===== config.mk =====
export PLATFORM = sky130hd
export DESIGN_NAME = programmable_fsm_table_with_pruning
export DESIGN_NICKNAME = d
export VERILOG_FILES = /design/src/pft_pkg.sv /design/src/pft_table.sv /design/src/programmable_fsm_table_with_pruning.sv
export SDC_FILE = /design/constraint.sdc
export NUM_CORES = 1
export LEC_CHECK = 0
export BUFFER_PORTS_ARGS = -buffer_cell sky130_fd_sc_hd__buf_2
export CAP_MARGIN = 10
export CORE_MARGIN = 3
export CORE_UTILIZATION = 65
export DETAILED_ROUTE_END_ITERATION = 10
export HOLD_SLACK_MARGIN = 0.05
export PLACE_DENSITY = 0.85
export SLEW_MARGIN = 5
export SYNTH_ARGS = -nofsm -noshare
export SYNTH_HDL_FRONTEND = slang
export SYNTH_SLANG_ARGS = --single-unit

===== constraint.sdc =====
create_clock -name clk -period 4.3 [get_ports clk]
set_input_delay 0 -clock clk [delete_from_list [all_inputs] [get_ports clk]]
set_output_delay 0 -clock clk [all_outputs]
set_load 0.02 [all_outputs]

===== src/pft_pkg.sv =====
`default_nettype none
package pft_pkg;

  typedef enum logic [2:0] {
    OP_STEP    = 3'd0,
    OP_DUMP    = 3'd1,
    OP_REPORT  = 3'd2,
    OP_DELETE  = 3'd3,
    OP_REWRITE = 3'd4
  } opcode_t;

  typedef enum logic [2:0] {
    ST_IDLE = 3'b001,
    ST_DUMP = 3'b010,
    ST_SCAN = 3'b100
  } seq_state_t;

  localparam int LAB_ROWS  = 8;
  localparam int START_IDX = 4;
  localparam int MAX_ROWS  = 8;

  // power-on table, index 0=A .. 7=H
  localparam logic [2:0] LAB_ZERO [LAB_ROWS] = '{3'd5, 3'd2, 3'd0, 3'd1,
                                                 3'd6, 3'd7, 3'd3, 3'd4};
  localparam logic [2:0] LAB_ONE  [LAB_ROWS] = '{3'd4, 3'd5, 3'd6, 3'd3,
                                                 3'd7, 3'd2, 3'd0, 3'd3};

endpackage
`default_nettype wire


===== src/pft_table.sv =====
`default_nettype none
// Transition table: one read port, one write port, loads the lab table on reset.
module pft_table #(
  parameter int NUM_STATES = 8,
  localparam int SW = $clog2(NUM_STATES)
) (
  input  wire logic          clk,
  input  wire logic          rst_n,
  input  wire logic [SW-1:0] rd_addr,
  output logic      [SW-1:0] rd_zero,
  output logic      [SW-1:0] rd_one,
  input  wire logic          wr_en,
  input  wire logic          wr_sel,
  input  wire logic [SW-1:0] wr_addr,
  input  wire logic [SW-1:0] wr_data
);

  logic [SW-1:0] zero_r [NUM_STATES];
  logic [SW-1:0] one_r  [NUM_STATES];

  always_ff @(posedge clk) begin
    if (!rst_n) begin
      for (int i = 0; i < NUM_STATES; i++) begin
        // missing lab rows or out-of-range pointers become self loops
        if (i < pft_pkg::LAB_ROWS && int'(pft_pkg::LAB_ZERO[i[2:0]]) < NUM_STATES) begin
          zero_r[i] <= SW'(pft_pkg::LAB_ZERO[i[2:0]]);
        end else begin
          zero_r[i] <= SW'(i);
        end
        if (i < pft_pkg::LAB_ROWS && int'(pft_pkg::LAB_ONE[i[2:0]]) < NUM_STATES) begin
          one_r[i] <= SW'(pft_pkg::LAB_ONE[i[2:0]]);
        end else begin
          one_r[i] <= SW'(i);
        end
      end
    end else if (wr_en) begin
      if (wr_sel) begin
        one_r[wr_addr] <= wr_data;
      end else begin
        zero_r[wr_addr] <= wr_data;
      end
    end
  end

  assign rd_zero = zero_r[rd_addr];
  assign rd_one  = one_r[rd_addr];

endmodule
`default_nettype wire


===== src/programmable_fsm_table_with_pruning.sv =====
`default_nettype none
// Channel   Handshake          Ports
// -------   ----------------   ----------------------------------------------
// command   start / busy       in_opcode, in_input_bit, in_target_state
// result    out_valid strobe   out_state_index, out_next_zero, out_next_one,
//                              out_row_live, out_state_mask, out_none_found,
//                              out_last
//
// A word is taken when start is high and busy is low. Step and rewrite do
// not raise busy; a step's result shows on the next cycle. Dump emits
// min(NUM_STATES,8) rows, one row per cycle, and holds busy. Report and
// delete walk the table entry by entry through its single read port and
// emit one word after the last entry. Results are strobed for one cycle;
// the receiver cannot stall. rst_n is synchronous, reloads the lab table.
module programmable_fsm_table_with_pruning #(
  parameter int NUM_STATES = 8
) (
  input  wire logic       clk,
  input  wire logic       rst_n,
  input  wire logic       start,
  output logic            busy,
  input  wire logic [2:0] in_opcode,
  input  wire logic       in_input_bit,
  input  wire logic [2:0] in_target_state,
  output logic            out_valid,
  output logic      [2:0] out_state_index,
  output logic      [2:0] out_next_zero,
  output logic      [2:0] out_next_one,
  output logic            out_row_live,
  output logic      [7:0] out_state_mask,
  output logic            out_none_found,
  output logic            out_last
);

  localparam int SW = $clog2(NUM_STATES);
  localparam int NROWS = (NUM_STATES < pft_pkg::MAX_ROWS) ? NUM_STATES : pft_pkg::MAX_ROWS;
  localparam logic [SW-1:0] START_ST =
    SW'((pft_pkg::START_IDX < NUM_STATES) ? pft_pkg::START_IDX : NUM_STATES - 1);
  localparam logic [NUM_STATES-1:0] ALL_MASK = {NUM_STATES{1'b1}};

  pft_pkg::seq_state_t state_r, state_nxt;
  logic [SW-1:0]         cur_r, cur_nxt;
  logic [SW-1:0]         cnt_r, cnt_nxt;
  logic [NUM_STATES-1:0] del_r, del_nxt;
  logic [NUM_STATES-1:0] acc_r, acc_nxt;
  logic                  is_del_r, is_del_nxt;

  logic       ov_r, ov_nxt;
  logic [2:0] idx_r, idx_nxt, n0_r, n0_nxt, n1_r, n1_nxt;
  logic       live_r, live_nxt, none_r, none_nxt, last_r, last_nxt;
  logic [7:0] mask_r, mask_nxt;

  logic [SW-1:0]         rd_addr, rd_zero, rd_one;
  logic                  wr_en;
  logic [NUM_STATES-1:0] unref;
  logic                  accept;

  pft_table #(.NUM_STATES(NUM_STATES)) u_table (
    .clk     (clk),
    .rst_n   (rst_n),
    .rd_addr (rd_addr),
    .rd_zero (rd_zero),
    .rd_one  (rd_one),
    .wr_en   (wr_en),
    .wr_sel  (in_input_bit),
    .wr_addr (cur_r),
    .wr_data (SW'(in_target_state))
  );

  assign busy   = (state_r != pft_pkg::ST_IDLE);
  assign accept = start && !busy;
  assign rd_addr = (state_r == pft_pkg::ST_IDLE) ? cur_r : cnt_r;
  assign wr_en  = accept && (in_opcode == pft_pkg::OP_REWRITE) &&
                  (int'(in_target_state) < NUM_STATES);

  // in a scan, live rows mark their two successors as referenced
  always_comb begin
    state_nxt  = state_r;
    cur_nxt    = cur_r;
    cnt_nxt    = cnt_r;
    del_nxt    = del_r;
    acc_nxt    = acc_r;
    is_del_nxt = is_del_r;
    ov_nxt     = 1'b0;
    idx_nxt    = '0;
    n0_nxt     = '0;
    n1_nxt     = '0;
    live_nxt   = 1'b0;
    mask_nxt   = '0;
    none_nxt   = 1'b0;
    last_nxt   = 1'b0;
    unref      = '0;
    unique case (state_r)
      pft_pkg::ST_IDLE: begin
        if (accept) begin
          case (in_opcode)
            pft_pkg::OP_STEP: begin
              cur_nxt  = in_input_bit ? rd_one : rd_zero;
              ov_nxt   = 1'b1;
              idx_nxt  = 3'(cur_nxt);
              last_nxt = 1'b1;
            end
            pft_pkg::OP_DUMP: begin
              cnt_nxt   = '0;
              state_nxt = pft_pkg::ST_DUMP;
            end
            pft_pkg::OP_REPORT, pft_pkg::OP_DELETE: begin
              cnt_nxt    = '0;
              acc_nxt    = '0;
              is_del_nxt = (in_opcode == pft_pkg::OP_DELETE);
              state_nxt  = pft_pkg::ST_SCAN;
            end
            default: begin
            end
          endcase
        end
      end
      pft_pkg::ST_DUMP: begin
        ov_nxt   = 1'b1;
        idx_nxt  = 3'(cnt_r);
        n0_nxt   = 3'(rd_zero);
        n1_nxt   = 3'(rd_one);
        live_nxt = !del_r[cnt_r];
        if (cnt_r == SW'(NROWS - 1)) begin
          last_nxt  = 1'b1;
          state_nxt = pft_pkg::ST_IDLE;
        end else begin
          cnt_nxt = cnt_r + 1'b1;
        end
      end
      pft_pkg::ST_SCAN: begin
        if (!del_r[cnt_r]) begin
          acc_nxt = acc_r | (NUM_STATES'(1) << rd_zero) | (NUM_STATES'(1) << rd_one);
        end
        if (cnt_r == SW'(NUM_STATES - 1)) begin
          unref     = ~acc_nxt & ~del_r & ALL_MASK;
          ov_nxt    = 1'b1;
          mask_nxt  = 8'(unref);
          none_nxt  = (unref == '0);
          last_nxt  = 1'b1;
          if (is_del_r) begin
            del_nxt = del_r | unref;
          end
          state_nxt = pft_pkg::ST_IDLE;
        end else begin
          cnt_nxt = cnt_r + 1'b1;
        end
      end
      default: begin
        state_nxt = pft_pkg::ST_IDLE;
      end
    endcase
  end

  always_ff @(posedge clk) begin
    if (!rst_n) begin
      state_r <= pft_pkg::ST_IDLE;
      cur_r   <= START_ST;
      del_r   <= '0;
      ov_r    <= 1'b0;
    end else begin
      state_r <= state_nxt;
      cur_r   <= cur_nxt;
      del_r   <= del_nxt;
      ov_r    <= ov_nxt;
    end
  end

  always_ff @(posedge clk) begin
    cnt_r    <= cnt_nxt;
    acc_r    <= acc_nxt;
    is_del_r <= is_del_nxt;
    idx_r    <= idx_nxt;
    n0_r     <= n0_nxt;
    n1_r     <= n1_nxt;
    live_r   <= live_nxt;
    mask_r   <= mask_nxt;
    none_r   <= none_nxt;
    last_r   <= last_nxt;
  end

  assign out_valid       = ov_r;
  assign out_state_index = idx_r;
  assign out_next_zero   = n0_r;
  assign out_next_one    = n1_r;
  assign out_row_live    = live_r;
  assign out_state_mask  = mask_r;
  assign out_none_found  = none_r;
  assign out_last        = last_r;

  a_dump_emits: assert property (@(posedge clk) disable iff (!rst_n)
    (state_r == pft_pkg::ST_DUMP) |=> out_valid)
    else $error("dump cycle without a row");

  a_rows_contiguous: assert property (@(posedge clk) disable iff (!rst_n)
    (out_valid && !out_last) |=> out_valid)
    else $error("gap inside a multi-word result");

  a_deleted_grows: assert property (@(posedge clk) disable iff (!rst_n)
    $past(rst_n) |-> ((del_r & $past(del_r)) == $past(del_r)))
    else $error("deleted state came back to life");

  a_no_accept_in_scan: assert property (@(posedge clk) disable iff (!rst_n)
    (state_r == pft_pkg::ST_SCAN && cnt_r != SW'(NUM_STATES - 1)) |=> busy)
    else $error("scan ended early");

endmodule
`default_nettype wire


==> results of run 1 <==
## what timing repair did
action	CTS	global route
endpoints found under the hold margin	16	0
hold buffers	8	0
setup buffers	0	0
## cells in the final DEF (no fill, tap or decap), types with 2 or more instances in the layout
cell and instances:
edfxtp_1 60, nand2_1 43, nor2_1 40, dfxtp_1 35, buf_2 31, mux2i_1 28, nor3_1 26, inv_1 14
nor2b_1 13, o21ai_0 12, clkbuf_8 9, nand3_1 8, or3_1 8, dlygate4sd3_1 8, and2_1 7, nand2b_1 6
a21o_1 6, mux4_2 6, a21oi_1 5, o21a_1 5, a211oi_1 4, a21oi_2 4, and3_1 4, a21boi_0 4
nand3b_1 4, or2_2 3, a32oi_1 3, o221ai_2 3, mux2_2 2, a311oi_1 2, o21bai_1 2, nand4b_1 2
nor4_1 2, ha_1 2, clkinv_2 2, clkinvlp_4 2, clkbuf_1 2, buf_4 2
## power by group through the flow
stage                     combinational (W)  sequential [W]  clock [W]
after floorplan                    0.000130         0.00101          0
after global placement             0.000158         0.00101          0
after detailed placement           0.000163         0.00101          0
after CTS                          0.000170        0.000990   0.000512
after global routing               0.000186        0.000993   0.000555
final                              0.000174        0.000991   0.000511
## how the worst max path moves through the flow
stage / startpoint / end / slack (ns) / depth (start not counted)
floorplan: state_r[0] / out_none_found / 1.48 / 12
global placement: state_r[0] / out_none_found / 1.25 / 11
detailed placement: cur_r[1] / out_none_found / 1.22 / 10
CTS: state_r[0] / out_none_found / 1.13 / 11
global route: cur_r[1] / out_none_found / 0.84 / 10
finish: state_r[0] / del_r[2] / 1.05 / 11
## worst max-delay path, delay by kind of cell, from the launching register on
kind                   cells  cell delay, ns
AOI/OAI and AO/OA          4            0.87
muxes                      2            0.76
and+or+nand+nor            3            0.68
DFF                        1            0.43
buffers and inverters      2            0.39
## stage by stage
step                      hold WS, ns  total power [W]  worst slack (ns)  utilization [%]  cells
after floorplan                 0.179          0.00114              1.48                -    405
after global placement          0.316          0.00117              1.25             71.3    491
after detailed placement        0.327          0.00117              1.22             71.3    491
after CTS                      0.0850          0.00167              1.13             75.0    515
after global routing           0.0957          0.00173             0.839             75.0    515
final                           0.107          0.00168              1.05             75.0    515
## state kept, by name, summed over array words and instances (netlist names)
name	count
u_table.one_r	24
u_table.zero_r	24
acc_r	8
del_r	8
out_state_mask	8
cnt_r	3
cur_r	3
out_next_one	3
out_next_zero	3
out_state_index	3
state_r	3
is_del_r	1
out_last	1
out_none_found	1
out_row_live	1
out_valid	1
## area by class of cell
cell class,instances,area [um2]
timing repair buffer,41,250
sequential,95,2500
clock buffer,11,131
fill,430,1630
clock inverter,5,33.8
multi-input combinational,271,1830
inverter,15,58.8
tap,77,96.3
## per-layer routing
metal / GRT usage, % / vias to the layer above / wire, um
met5: 0 / - / 0
met3: 6.45 / 24 / 886
met1: 41.4 / 1533 / 4310
li1: - / 1527 / -
met2: 40.2 / 198 / 4640
met4: 9.07 / 0 / 204
## cells by family (layout without fill, tap and decap cells)
kind of cell,Yosys count,count (layout)
AO/OA/AOI/OAI,60,60
buffers and inverters,39,72
adder cells (fa/ha/maj),2,2
multiplexers,37,37
flip-flops,95,95
AND/OR/NAND/NOR,172,172
==> impl_metrics.yaml, run 1 <==
clock_tree:
  tritoncts: "done"
  cts-buffers-inserted: 9
  cts_root_buffer: "clkbuf_8"
  clock-sinks: 95
  clk_path_buf_depth: 2
  clk_latency_ns: 0.36
  h-tree-depth: 3
  cts_resized: 0
  cts.clk_slew.worst_paths_ns: 0.09
setup_path:
  slowest_stage: "mux4_2"
  end_kind: "register"
  cp-start-kind: "register"
  rrSetupSlack_ns: 1.05
  path_cells: "nor3b_4, inv_4, a21o_1, buf_4, mux2i_1, mux4_2, nor2b_1, a22oi_1, o21bai_1, nor2_1, o21a_1"
  path_max_fanout: 25
  reg2regPathDepth: 11
  critPathKind: "reg2reg"
  r2r_start: "state_r[0]"
  reg2reg_to: "del_r[2]"
  cp_data_required_time_ns: 4.55
  max_stage_delay_ns: 0.59
  critPathArrivalTime_ns: 3.50
synth:
  ys_seq_area_share_pct: 55.4
  synth_cells: 405
  synthXorXnorAreaFrac_pct: 0
  synthAdderAreaFrac_pct: 0.554
  synthMuxAreaShare_pct: 10.2
  postSynthAreaPerCell_um2: 11.1
  yosys.area_share.simple_pct: 19.3
  synth_compound_area_share_pct: 10.4
  yosys-top-cells-area: "edfxtp_1 (40%), dfxtp_1 (16%), mux2i_1 (6.2%)"
  syn_nets: 417
  synth_flop_cell: "edfxtp_1"
  syn-cell-area_mm2: 0.00451
  yosysTopAreaCellShare_pct: 39.9
  async_flop_share_pct: 0
  synth_seq_cells: 95
  synth_most_common_cell: "edfxtp_1"
  yosys_warnings: 0
  synth_cell_types: 55
  ys_top_cells_by_count: "edfxtp_1 (60), nand2_1 (43), nor2_1 (40), dfxtp_1 (35), mux2i_1 (28)"
  synth_edf_count: 60
  synth_top_family_by_area: "simple AND/OR/NAND/NOR gates"
  yosys.area.top_type: "edfxtp_1"
floorplanning:
  initial_utilization_pct: 69.1
  fp.dieW_um: 89.3
  coreArea_mm2: 0.00653
  die_h_um: 89.3
  die_area_mm2: 0.00798
  row_count: 29
  io_pins: 32
sta:
  skew_ns: 0.00824
  max_slew_margin_pct: 57.6
  finalSetupTns_ns: 0
  setup_viol: 0
  fmax_ghz: 0.307
  slew_violations: 0
  period_minus_slack_ns: 3.25
  worst_pin_slew_ns: 0.637
  finalHoldViolCount: 0
  rsz0062_at_grt: "false"
  post-route-period-util_pct: 75.6
power_and_ir_drop:
  comb_power_share_pct: 10.4
  clock_power_share_pct: 30.5
  power.sequential.fraction_pct: 59.1
  intPower_w: 0.00125
  power.switching_w: 0.000422
  power_leakage_nw: 1.74
  vdd_ir_drop_max_mv: 0.203
  p_per_area_mw_per_mm2: 342
  switching_share_pct: 25.2
drt:
  drc: 0
  routed_wl_mm: 10.0
  first_pass_iters: 6
  vias_per_cell: 6.37
  avgRoutedWirePerCell_um: 19.5
  ant_nets: 0
  drtIter0Drc: 263
  vias: 3282
min_path:
  min_path_cells: 2
  holdCritPathClass: "in2reg"
  holdPathEnd: "cur_r[2]"
  hold_start: "rst_n"
global_route:
  grt_max_degree: 33
  antenna_found_initial: 0
  grt_pass1_vias: 3067
  overflow: 0
  track_usage_pct: 27.7
  grt_pass1_wl_mm: 16.2
placement:
  gp_congestion: 0.898
  port_buffers: 31
  postPlaceCellArea_mm2: 0.00465
  dp_hpwl_mm: 6.97
job:
  max-cap-violations: 0
finish:
  design_area_mm2: 0.00490
  layout-drive-gt1-share_pct: 16.7
  fin_nets: 445
  area_delta_synth_final_pct: 8.54
  diodes: 0
status:
  status: "complete, no violations"
No activity file was read; power rests on OpenSTA's default activity.
==> run 2: changes to the inputs <==
ABC_AREA = 1   (was not set)
CORE_UTILIZATION = 61   (was 65)
PLACE_DENSITY = 0.8   (was 0.85)
clock period = 3.1 ns   (was 4.3 ns; I/O delays follow)
==> run 2 against run 1 <==
  * Critical path depth is the same
  * Cell count grew 43%
  * Highest routed layer unchanged
  * Final area grew 7.8%
  * Clock skew grew 0.0023 ns
  * Clock power grew 65%
==> impl_metrics.yaml, run 2 <==
finish:
  layout-drive-gt1-share_pct: 13.5
  design_area_mm2: 0.00528
  final_util_pct: 70.5
  final_common_cell: "nand2_1"
  diodes: 0
  biggestRegsByFlops: "u_table.one_r x24, u_table.zero_r x24"
  layout_common_cells: "nand2_1 (152), inv_1 (94), nor2_1 (75)"
  fin_nets: 643
  instances_no_fill: 735
  area_delta_synth_final_pct: 8.62
synth:
  yosys.area.top_type: "edfxtp_1"
  synth_most_common_cell: "nand2_1"
  yosysTopAreaCellShare_pct: 37.1
  syn-cell-area_mm2: 0.00486
  postSynthAreaPerCell_um2: 8.06
  syn_nets: 615
  synth_cells: 603
  yosys-top-cells-area: "edfxtp_1 (37%), dfxtp_1 (14%), nand2_1 (12%)"
  async_flop_share_pct: 0
  synth_edf_count: 60
  ys_top_cells_by_count: "nand2_1 (152), inv_1 (94), nor2_1 (75), edfxtp_1 (60), nand3_1 (59)"
  synth_flop_cell: "edfxtp_1"
  synth_cell_types: 30
  ys_seq_area_share_pct: 51.5
  synth_seq_cells: 95
  yosys_warnings: 0
placement:
  postPlaceCellArea_mm2: 0.00504
  pre_cts_slack_ns: 0.637
  port_buffers: 31
  placed_cells: 716
  dp_hpwl_mm: 8.02
  gp_congestion: 0.967
clock_tree:
  h-tree-depth: 3
  cts.clk_slew.worst_paths_ns: 0.09
  tritoncts: "done"
  postCtsHoldBufs: 3
  post_cts_buffers: 0
  clock-sinks: 95
  cts-buffers-inserted: 9
  cts_resized: 0
  cts_root_buffer: "clkbuf_8"
  clk_path_buf_depth: 2
  clk_latency_ns: 0.37
drt:
  routed_wl_mm: 11.0
  drc: 0
  vias_per_cell: 5.61
  ant_nets: 0
  first_pass_iters: 5
  avgRoutedWirePerCell_um: 15.0
  drtIter0Drc: 414
  vias: 4121
sta:
  slew_violations: 0
  finalHoldViolCount: 0
  finalSetupTns_ns: 0
  fmax_ghz: 0.391
  rsz0062_at_grt: "false"
  setup_ws_ns: 0.544
  max_slew_margin_pct: 55.8
  post-route-period-util_pct: 82.4
  period_minus_slack_ns: 2.56
  worst_pin_slew_ns: 0.661
  setup_viol: 0
  skew_ns: 0.0106
min_path:
  holdCritPathClass: "in2reg"
setup_path:
  critPathKind: "reg2reg"
  end_kind: "register"
  cp-start-kind: "register"
  cp_data_required_time_ns: 3.38
  path_max_fanout: 13
  critPathArrivalTime_ns: 2.84
floorplanning:
  initial_utilization_pct: 65.0
  die_area_mm2: 0.00908
  fp.dieW_um: 95.3
  io_pins: 32
  row_count: 31
  die_h_um: 95.3
  coreArea_mm2: 0.00749
power_and_ir_drop:
  switching_share_pct: 45.8
  vdd_ir_drop_max_mv: 0.471
  clock_power_share_pct: 18.9
  power.sequential.fraction_pct: 34.1
  p_per_area_mw_per_mm2: 844
  intPower_w: 0.00242
  power_leakage_nw: 2.32
  comb_power_share_pct: 47.0
  power.switching_w: 0.00204
global_route:
  grt_max_degree: 29
  grt_pass1_wl_mm: 18.1
  antenna_found_initial: 0
  track_usage_pct: 26.4
  overflow: 0
  grt_pass1_vias: 3765
job:
  max-cap-violations: 0
status:
  status: "complete, no violations"
run 2: through the flow:
step | power, W | hold WS (ns)
floorplan | 0.00323 | 0.169
global placement | 0.00353 | 0.325
detailed placement | 0.00359 | 0.333
CTS | 0.00440 | 0.0550
global route | 0.00478 | 0.0688
finish | 0.00446 | 0.0543
run 2: routing by layer:
metal	global-route usage [%]	wire length, um
met5	0	0
met3	5.60	1100
met2	39.2	5030
met1	37.3	4610
met4	11.7	279
run 2: kinds of logic (layout without fill, tap and decap cells):
logic type               count (synthesis)  count (layout)  share of synthesized area, %
AND/OR/NAND/NOR                        339             339                          32.1
buffers and inverters                  118             151                          10.1
AO/OA/AOI/OAI                           49              49                          5.82
adder cells (fa/ha/maj)                  2               2                         0.515
flip-flops                              95              95                          51.5
run 2: critical path, cell delays in order, from the launching register on:
cell	delay, ns
dfxtp_1	0.50
nand3_4	0.24
o21ai_2	0.54
inv_2	0.23
nand3_1	0.14
nand2_1	0.14
nand3_1	0.12
a21boi_1	0.07
nor2_1	0.19
nand2_1	0.12
nand2_1	0.13
nor2_2	0.05
run 2: cell type report:
type | instances | area, um2
sequential | 95 | 2500
timing repair buffer | 37 | 208
clock inverter | 4 | 33.8
clock buffer | 12 | 178
fill | 594 | 2200
multi-input combinational | 390 | 1870
inverter | 98 | 368
tap | 99 | 124
run 2: worst paths after layout:
| path | end | cells after the start | slack, ns | startpoint |
|---|---|---|---|---|
| hold reg to reg | out_state_mask[4] | 1 | 0.48 | del_r[4] |
| setup / recovery | out_none_found | 11 | 0.54 | state_r[0] |
| setup reg to reg | out_none_found | 11 | 0.54 | state_r[0] |
| hold / removal | state_r[0] | 3 | 0.05 | rst_n |
run 2: power groups by stage:
| stage | clock network, W | registers, W | logic, W |
|---|---|---|---|
| 6_report | 0.000843 | 0.00152 | 0.00209 |
| 3_3_place_gp | 0 | 0.00154 | 0.00198 |
| 2_1_floorplan | 0 | 0.00154 | 0.00170 |
| 5_1_grt | 0.000904 | 0.00153 | 0.00234 |
| 4_1_cts | 0.000839 | 0.00152 | 0.00205 |
| 3_5_place_dp | 0 | 0.00155 | 0.00203 |
==> run 3: changes to the inputs <==
CORE_UTILIZATION = 55   (was 61)
PLACE_DENSITY = 0.76   (was 0.8)
clock period = 2.25 ns   (was 3.1 ns; I/O delays follow)
==> run 3 against run 2 <==
  * Largest power group unchanged
  * Sequential power grew 36%
  * Global-route usage fell by 2.3 points
  * Count of clock-buffer cells in the layout is 3 lower
  * Core utilization decreased by 2.2 points
==> impl_metrics.yaml, run 3 (synthesized netlist as in run 2, its figures left out) <==
status:
  status: "complete, no violations"
finish:
  biggestRegsByFlops: "u_table.one_r x24, u_table.zero_r x24"
  final_common_cell: "nand2_1"
  area_delta_synth_final_pct: 17.9
  fin_nets: 676
  diodes: 0
  layout_common_cells: "nand2_1 (146), inv_1 (92), nor2_1 (68)"
  layout-drive-gt1-share_pct: 20.8
  design_area_mm2: 0.00573
  fillers: 662
floorplanning:
  die_h_um: 100
  row_count: 33
  coreArea_mm2: 0.00838
  fp.dieW_um: 100
  io_pins: 32
  initial_utilization_pct: 58.0
  die_area_mm2: 0.0100
sta:
  setup_ws_ns: 0.108
  slew_violations: 0
  period_minus_slack_ns: 2.14
  post-route-period-util_pct: 95.2
  skew_ns: 0.0112
  finalHoldViolCount: 0
  worst_pin_slew_ns: 0.663
  setup_viol: 0
  finalSetupTns_ns: 0
  rsz0062_at_grt: "true"
  max_slew_margin_pct: 55.8
  fmax_ghz: 0.467
placement:
  gp_congestion: 0.947
  pre_cts_slack_ns: -0.0180
  dp_hpwl_mm: 8.29
  postPlaceCellArea_mm2: 0.00524
  port_buffers: 31
clock_tree:
  clk_path_buf_depth: 2
  clock-sinks: 95
  cts-buffers-inserted: 9
  cts_root_buffer: "clkbuf_8"
  clk_latency_ns: 0.38
  h-tree-depth: 3
  cts.clk_slew.worst_paths_ns: 0.10
  tritoncts: "done"
setup_path:
  critPathKind: "reg2reg"
  path_max_fanout: 14
  end_kind: "register"
  startpoint: "state_r[1]"
  critPathArrivalTime_ns: 2.44
  r2r_start: "state_r[1]"
  cp_data_required_time_ns: 2.54
  cp-start-kind: "register"
power_and_ir_drop:
  power.switching_w: 0.00316
  power_leakage_nw: 2.55
  p_per_area_mw_per_mm2: 1190
  comb_power_share_pct: 53.8
  power.sequential.fraction_pct: 30.2
  switching_share_pct: 46.4
  clock_power_share_pct: 16.0
  intPower_w: 0.00365
  vdd_ir_drop_max_mv: 0.605
drt:
  drtIter0Drc: 407
  drc: 0
  vias_per_cell: 5.56
  routed_wl_mm: 12.2
  vias: 4301
  avgRoutedWirePerCell_um: 15.8
  first_pass_iters: 7
  ant_nets: 0
global_route:
  grt_max_degree: 29
  grt_pass1_vias: 3956
  track_usage_pct: 24.1
  grt_pass1_wl_mm: 18.7
  overflow: 0
  antenna_found_initial: 0
job:
  max-cap-violations: 0
min_path:
  hold_start: "in_input_bit"
  holdCritPathClass: "in2reg"
-- run 3: cell count changes in the layout (fill, tap and decap cells not counted), sizes merged, moves of 2 or more --
cell | before | now
inv | 98 | 101
nand2 | 165 | 167
dlygate4sd3 | 3 | 5
buf | 34 | 60
-- run 3: final timing paths --
| path | endpoint | slack (ns) | depth (start not counted) |
|---|---|---|---|
| setup reg to reg | out_none_found | 0.11 | 16 |
| hold reg to reg | out_state_mask[4] | 0.47 | 1 |
| setup / recovery | out_none_found | 0.11 | 16 |
| hold / removal | out_state_index[1] | 0.09 | 3 |
-- run 3: worst max-delay path, cell delays in order (launching register included) --
cell and delay, ns:
dfxtp_1 0.33, inv_2 0.12, buf_6 0.13, nand4_4 0.08
buf_12 0.17, nand2_4 0.16, nand2_1 0.09, nand3_2 0.09
nand2_1 0.07, nand2_1 0.10, nand2_2 0.10, nand3_1 0.08
a21boi_1 0.07, nor2_1 0.20, nand2_1 0.12, nand2_1 0.09
nor2_2 0.04
-- run 3: per-layer routing --
| metal | global-route usage [%] | up-vias | wire (um) |
|---|---|---|---|
| li1 | - | 2051 | - |
| met1 | 31.2 | 2002 | 4840 |
| met2 | 39.6 | 215 | 5970 |
| met3 | 4.66 | 33 | 1080 |
| met4 | 10.7 | 0 | 343 |
| met5 | 0 | - | 0 |
-- run 3: repair_timing --
item,in CTS,in global routing
endpoints found under the hold margin,3,0
resized for setup,2,30
buffers inserted,0,5
hold buffers,5,0
setup endpoints to repair,13,81
cloned,0,5
pin swaps,0,7
-- run 3: through the flow --
stage	util, %	hold WS, ns	cells	total power [W]
finish	68.4	0.0920	774	0.00681
global route	68.4	0.109	774	0.00723
CTS	65.4	0.0656	764	0.00636
detailed placement	62.5	0.322	743	0.00527
global placement	62.5	0.311	743	0.00519
floorplan	-	0.169	603	0.00445
-- run 3: power groups by stage --
| stage | Clock, W | Sequential (W) | Combinational (W) |
|---|---|---|---|
| 2_1_floorplan | 0 | 0.00212 | 0.00234 |
| 3_3_place_gp | 0 | 0.00208 | 0.00312 |
| 3_5_place_dp | 0 | 0.00208 | 0.00319 |
| 4_1_cts | 0.00110 | 0.00204 | 0.00322 |
| 5_1_grt | 0.00117 | 0.00207 | 0.00398 |
| 6_report | 0.00109 | 0.00206 | 0.00366 |
-- run 3: cell type report --
| type | count | area, um2 | share of cell area (%) |
|---|---|---|---|
| tap | 105 | 131 | 2.29 |
| inverter | 98 | 370 | 6.46 |
| timing repair buffer | 67 | 552 | 9.63 |
| multi-input combinational | 393 | 1980 | 34.6 |
| sequential | 95 | 2510 | 43.7 |
| clock inverter | 7 | 63.8 | 1.11 |
| clock buffer | 9 | 124 | 2.16 |
